**config.mk**
```make
export PLATFORM = sky130hd
export DESIGN_NAME = sorted_priority_queue
export DESIGN_NICKNAME = d
export VERILOG_FILES = /design/src/rtl/core/spq_pkg.sv /design/src/rtl/core/sorted_priority_queue.sv /design/src/rtl/core/spq_cell.sv
export SDC_FILE = /design/constraint.sdc
export NUM_CORES = 1
export LEC_CHECK = 0
export BUFFER_PORTS_ARGS = -buffer_cell sky130_fd_sc_hd__buf_2
export CAP_MARGIN = 20
export CORE_MARGIN = 2
export CORE_UTILIZATION = 45
export DETAILED_ROUTE_END_ITERATION = 12
export PLACE_DENSITY_LB_ADDON = 0.25
export SLEW_MARGIN = 20
export SYNTH_ARGS = -nofsm -noshare
export SYNTH_HDL_FRONTEND = slang
export SYNTH_SLANG_ARGS = --single-unit
```
**constraint.sdc**
```tcl
create_clock -name clk_i -period 6.85 [get_ports clk_i]
set_input_delay 1.37 -clock clk_i [delete_from_list [all_inputs] [get_ports clk_i]]
set_output_delay 1.37 -clock clk_i [all_outputs]
set_load 0.05 [all_outputs]
```
**src/rtl/core/spq_pkg.sv**
```systemverilog
// ----------------------------------------------------------------------------
// spq_pkg
// Shared types and constants for the sorted priority queue and its cells.
// ----------------------------------------------------------------------------
package spq_pkg;

  localparam int unsigned CAPACITY = 16;
  localparam int unsigned CNT_W    = $clog2(CAPACITY + 1);
  localparam int unsigned PRIO_W   = 16;
  localparam int unsigned TAG_W    = 16;
  localparam int unsigned OCC_W    = 5;
  localparam int unsigned STAT_W   = 2;

  localparam logic       ACT_ENQ = 1'b0;
  localparam logic       ACT_DEQ = 1'b1;

  localparam logic [STAT_W-1:0] ST_DONE  = 2'd0;
  localparam logic [STAT_W-1:0] ST_FULL  = 2'd1;
  localparam logic [STAT_W-1:0] ST_EMPTY = 2'd2;

  typedef struct packed {
    logic signed [PRIO_W-1:0] prio;
    logic        [TAG_W-1:0]  tag;
  } entry_t;

  // broadcast to every cell of the chain
  typedef struct packed {
    logic   ins_en;
    logic   del_en;
    entry_t new_entry;
  } cell_ctrl_t;

endpackage

```
**src/rtl/core/sorted_priority_queue.sv**
```systemverilog
// ----------------------------------------------------------------------------
// sorted_priority_queue
// Bounded priority queue kept sorted by descending signed priority in a
// chain of shift-insert cells; slot 0 always holds the next item to leave.
// ----------------------------------------------------------------------------
//  channel  dir  fields (tdata low to high)                   accepted when
//  s_axis   in   tuser: action / tdata: priority_req, tag      tvalid & tready
//  m_axis   out  tuser: status / tdata: out_priority, out_tag,  tvalid & tready
//                occupancy
//
//  one item per cycle while m_axis takes each result: every cell compares and shifts in the same cycle
//  the result is registered and shows on m_axis in the cycle after the item is taken
//  s_axis_tready is low only while a result waits and m_axis_tready is low
//  reset empties the queue and drops any pending result
// ----------------------------------------------------------------------------
module sorted_priority_queue (
  input  logic        clk_i,
  input  logic        rst_ni,
  input  logic        s_axis_tvalid,
  output logic        s_axis_tready,
  input  logic [31:0] s_axis_tdata,   // priority_req[15:0], tag[31:16]
  input  logic [0:0]  s_axis_tuser,   // action[0]
  output logic        m_axis_tvalid,
  input  logic        m_axis_tready,
  output logic [39:0] m_axis_tdata,   // out_priority[15:0], out_tag[31:16],
                                      // occupancy[36:32], zero[39:37]
  output logic [1:0]  m_axis_tuser    // status[1:0]
);

  localparam int unsigned N = spq_pkg::CAPACITY;

  logic                          s_accept;
  logic                          is_deq;
  logic                          full;
  logic                          empty;
  logic [spq_pkg::CNT_W-1:0]     count_q;
  logic [spq_pkg::CNT_W-1:0]     count_d;
  logic                          out_valid_q;
  logic                          out_valid_d;
  logic [spq_pkg::STAT_W-1:0]    status_q;
  logic [spq_pkg::STAT_W-1:0]    status_d;
  spq_pkg::entry_t               res_q;
  spq_pkg::entry_t               res_d;
  logic [spq_pkg::OCC_W-1:0]     occ_q;
  spq_pkg::cell_ctrl_t           ctrl;
  spq_pkg::entry_t               cell_entry [N];
  logic                          cell_greater [N];

  assign s_axis_tready = !out_valid_q || m_axis_tready;
  assign s_accept      = s_axis_tvalid && s_axis_tready;
  assign is_deq        = (s_axis_tuser[0] == spq_pkg::ACT_DEQ);
  assign full          = (count_q == spq_pkg::CNT_W'(N));
  assign empty         = (count_q == '0);

  always_comb begin
    ctrl.ins_en         = s_accept && !is_deq && !full;
    ctrl.del_en         = s_accept && is_deq && !empty;
    ctrl.new_entry.prio = s_axis_tdata[15:0];
    ctrl.new_entry.tag  = s_axis_tdata[31:16];
  end

  for (genvar i = 0; i < N; i++) begin : g_cell
    spq_pkg::entry_t left_entry;
    spq_pkg::entry_t right_entry;
    logic            left_greater;

    if (i == 0) begin : g_head
      assign left_entry   = ctrl.new_entry;
      assign left_greater = 1'b1;
    end else begin : g_body
      assign left_entry   = cell_entry[i-1];
      assign left_greater = cell_greater[i-1];
    end

    if (i == N - 1) begin : g_tail
      assign right_entry = cell_entry[i];
    end else begin : g_inner
      assign right_entry = cell_entry[i+1];
    end

    spq_cell u_cell (
      .clk_i          (clk_i),
      .ctrl_i         (ctrl),
      .occ_i          (count_q > spq_pkg::CNT_W'(i)),
      .left_greater_i (left_greater),
      .left_i         (left_entry),
      .right_i        (right_entry),
      .greater_o      (cell_greater[i]),
      .entry_o        (cell_entry[i])
    );
  end

  always_comb begin
    count_d  = count_q;
    status_d = spq_pkg::ST_DONE;
    res_d    = '0;
    if (!is_deq) begin
      if (full) begin
        status_d = spq_pkg::ST_FULL;
      end else begin
        count_d = count_q + 1'b1;
      end
    end else begin
      if (empty) begin
        status_d = spq_pkg::ST_EMPTY;
      end else begin
        res_d   = cell_entry[0];
        count_d = count_q - 1'b1;
      end
    end
  end

  assign out_valid_d = s_accept || (out_valid_q && !m_axis_tready);

  always_ff @(posedge clk_i or negedge rst_ni) begin
    if (!rst_ni) begin
      count_q     <= '0;
      out_valid_q <= 1'b0;
    end else begin
      out_valid_q <= out_valid_d;
      if (s_accept) begin
        count_q <= count_d;
      end
    end
  end

  always_ff @(posedge clk_i) begin
    if (s_accept) begin
      status_q <= status_d;
      res_q    <= res_d;
      occ_q    <= spq_pkg::OCC_W'(count_d);
    end
  end

  assign m_axis_tvalid = out_valid_q;
  assign m_axis_tuser  = status_q;
  assign m_axis_tdata  = {3'b000, occ_q, res_q.tag, res_q.prio};

  // count stays within the chain
  assert property (@(posedge clk_i) disable iff (!rst_ni)
    count_q <= spq_pkg::CNT_W'(N))
    else $error("count beyond capacity");

  // reported occupancy follows the count
  assert property (@(posedge clk_i) disable iff (!rst_ni)
    s_accept |=> (occ_q == spq_pkg::OCC_W'(count_q)))
    else $error("occupancy out of step with count");

  // a successful removal drops exactly one entry
  assert property (@(posedge clk_i) disable iff (!rst_ni)
    ctrl.del_en |=> (count_q == $past(count_q) - 1'b1))
    else $error("removal did not shrink queue");

  // head never has lower priority than its neighbor
  assert property (@(posedge clk_i) disable iff (!rst_ni)
    (count_q > spq_pkg::CNT_W'(1)) |-> (cell_entry[0].prio >= cell_entry[1].prio))
    else $error("chain out of order");

endmodule

```
**src/rtl/core/spq_cell.sv**
```systemverilog
// ----------------------------------------------------------------------------
// spq_cell
// One slot of the sorted chain: keeps, takes the new item, takes its left
// neighbor on insert, or takes its right neighbor on removal.
// ----------------------------------------------------------------------------
module spq_cell (
  input  logic               clk_i,
  input  spq_pkg::cell_ctrl_t ctrl_i,
  input  logic               occ_i,
  input  logic               left_greater_i,
  input  spq_pkg::entry_t    left_i,
  input  spq_pkg::entry_t    right_i,
  output logic               greater_o,
  output spq_pkg::entry_t    entry_o
);

  spq_pkg::entry_t entry_q;
  spq_pkg::entry_t entry_d;

  assign greater_o = occ_i && (entry_q.prio > ctrl_i.new_entry.prio);

  always_comb begin
    entry_d = entry_q;
    if (ctrl_i.ins_en && !greater_o) begin
      entry_d = left_greater_i ? ctrl_i.new_entry : left_i;
    end else if (ctrl_i.del_en) begin
      entry_d = right_i;
    end
  end

  always_ff @(posedge clk_i) begin
    entry_q <= entry_d;
  end

  assign entry_o = entry_q;

endmodule

```
==> run summary <==
status: finished clean
worst relative slew slack: 28.62%
CTS buffer count: 66
share of the synthesized area in the top cell type: 44.64%
# hold bufs at CTS: 0
die footprint: 84670 sq um
routed wire length per instance: 21.72 microns
r2r setup slk: 2.56 ns
Post-synth top cells: edfxtp_1, mux2_2, ha_1
synth warn: 0
post-DP HPWL: 71.77 mm
Pre-antenna DRT Iters: 7
Fin. Hold Viols: 0
pwr/cell area: 358.1 nW/um^2
cell with the most instances after synthesis: edfxtp_1
share of layout cells above drive strength 1: 20.66%
Post-synth EDFFs: 551
first-pass GRT wire length: 153.9 mm
grt ovf: 0
FF-to-FF path depth: 8
Detail Route Antenna Nets: 0
min Tclk post-route: 5.006 ns
Clock transition at path regs: 0.06 ns
# port buffers: 77
FFs w/ async S/R, synth: 1.077%
Layout fillers: 7364
synth unique cells: 77
CP required: 7.21 ns
Slew Viols, Final: 0
worst setup path start: s_axis_tdata[9]
vias in the first global route: 26134
RR Endpoint: g_cell[9].u_cell.entry_o[25]$_DFFE_PP_
Hold Startpoint: m_axis_tvalid$_DFF_PN0_
Hold Crit Class: reg2reg
Synth Cell Area: 37060 sq um
Starting Density: 45.28%
post-synthesis register bit count: 557
io pins: 81
DRT iter0 DRCs: 2553
Mapped Cells: 3443
cts repair resizes: 0
leakage power figure: 15.35 nW
worst-path maximum fanout: 40
Max-Cap Viols: 0
Sink Count: 557
RSZ-0062 raised after global routing: false
sequential share of the synthesized area: 45.05%
TritonCTS clock tree: yes
final setup TNS: 0 ns
pin count of the biggest net entering global routing: 102
Finish-stage setup viols: 0
Hold Crit Depth: 2
top post-synthesis cells by area: edfxtp_1, mux2_2, ha_1, mux2i_1, a21oi_1
fmax: 199.8 MHz
area leader, netlist: edfxtp_1
origin of the critical flop-to-flop path: count_q[1]$_DFFE_PN0P_
DRC errors left: 0
worst vdd ir: 0.2658 mV
routed wire length: 97.69 mm
Via density: 6.066
RD Place Congestion: 0.8580
Area Growth Syn to Fin: 9.416%
initial antenna violation count: 1
vias: 27283
skew final: 0.02683 ns
fin util: 49.55%
final-stage net count: 3681
Die X: 291.0 microns
Post-Syn Area per Cell: 10.76 sq um
top_reg_cell synth: edfxtp_1
CTS H-tree depth: 3
worst setup path class: in2reg
num rows: 105
worst-case clock buffer depth: 3
CP arrival: 5.36 ns
Clock Latency Late Sink: 0.61 ns
Slew @ Worst Pin: 1.069 ns
Total GRT Usage: 22.62%
CP Launch Type: input port
core footprint: 81850 sq um
clk root buf: clkbuf_16
Setup crit end kind: register
die span in y: 291.0 microns
fin crit share: 73.08%
Post-CTS Repair Setup Buffers: 0
hold endpoint: m_axis_tvalid$_DFF_PN0_
sequential cells by signal, summed over array words and instances, names as in the netlist:
register / count
m_axis_tuser: 2
g_cell.u_cell.entry_o: 512
occ_q: 5
m_axis_tvalid: 1
count_q: 5
m_axis_tdata: 32
cells by family (layout without fill, tap and decap cells):
| kind of cell | after synthesis | after routing | share of synthesized area, % |
|---|---|---|---|
| buffers and inverters | 378 | 360 | 4.071 |
| xor gates and xnor gates | 2 | 2 | 0.04727 |
| adders and majority gates | 261 | 261 | 8.811 |
| and+or+nand+nor | 851 | 851 | 11.57 |
| muxes | 560 | 560 | 16.50 |
| DFF | 557 | 557 | 45.05 |
| AOI/OAI and AO/OA | 833 | 833 | 13.94 |
| other | 1 | 4 | 0.01012 |
worst max-delay path, cell delays in order:
cell and delay, ns:
buf_2 0.35, inv_1 0.37, buf_4 0.31, ha_1 0.32, nand4_1 0.18, nor2_1 0.06, a221o_1 0.69, nor3_4 0.92
buf_12 0.29, o2111ai_1 0.16, mux2_2 0.28
cell usage in the layout, fill, tap and decap left out, drive strengths merged, types with 4 or more instances in the layout:
cell,instances
nand2b,51
nand4,108
a221oi,5
a22oi,4
o211ai,28
buf,179
a221o,8
clkbuf,85
nand2,166
mux2,407
o21ai,205
and3,41
nor4,38
clkinv,23
o22ai,4
o2111ai,30
and2,6
nor2b,16
dfrtp,6
a21o,64
o21a,7
a211oi,9
a31oi,131
edfxtp,551
inv,71
nand3,238
ha,261
a21oi,253
or2,6
nor2,143
a21bo,18
o31a,33
mux2i,153
nor3,16
per-layer routing:
metal / track usage, % / part of all wire [%]
met2: 36.17 / 46
met1: 31.88 / 47
met5: 0 / 0
met3: 3.138 / 5.2
met4: 6.812 / 2.3
power by group:
| part | internal (mW) | total (mW) | leakage, nW | switching [mW] |
|---|---|---|---|---|
| combinational | 2.43 | 5.96 | 9.14 | 3.53 |
| clock | 1.88 | 3.30 | 0.956 | 1.42 |
| sequential | 4.75 | 5.26 | 5.25 | 0.515 |
| total | 9.05 | 14.5 | 15.3 | 5.47 |
worst max-delay path by stage:
stage | to | slack [ns]
finish | g_cell[9].u_cell.entry_o[3]$_DFFE_PP_ | 1.84
floorplan | g_cell[12].u_cell.entry_o[0]$_DFFE_PP_ | 0.95
detailed placement | g_cell[4].u_cell.entry_o[8]$_DFFE_PP_ | 1.26
CTS | g_cell[4].u_cell.entry_o[21]$_DFFE_PP_ | 1.91
global placement | g_cell[4].u_cell.entry_o[8]$_DFFE_PP_ | 1.24
global route | g_cell[4].u_cell.entry_o[20]$_DFFE_PP_ | 1.61
layout make-up:
type                       instances  area, sq um  area share (%)
multi-input combinational       2510        19060           47.01
sequential                       557        16700           41.17
clock buffer                      85         1744           4.301
tap                             1070         1339           3.301
timing repair buffer             179         1234           3.042
inverter                          69        259.0          0.6387
clock inverter                    27        214.0          0.5276
antenna                            1        2.502        0.006171
per-stage QoR:
step | instance area, sq um | power (mW) | hold slack [ns] | std cells | setup slack (ns)
6_report | 40550 | 14.52 | 0.5344 | 4498 | 1.844
5_1_grt | 40550 | 15.42 | 0.5582 | 4498 | 1.610
4_1_cts | 40550 | 14.59 | 0.5398 | 4497 | 1.913
3_5_place_dp | 38590 | 11.25 | 0.5255 | 4385 | 1.264
3_3_place_gp | 38560 | 11.13 | 0.5091 | 4384 | 1.240
2_1_floorplan | 37070 | 9.730 | 0.5225 | 3445 | 0.9531
(Power assumes the default switching activity.)
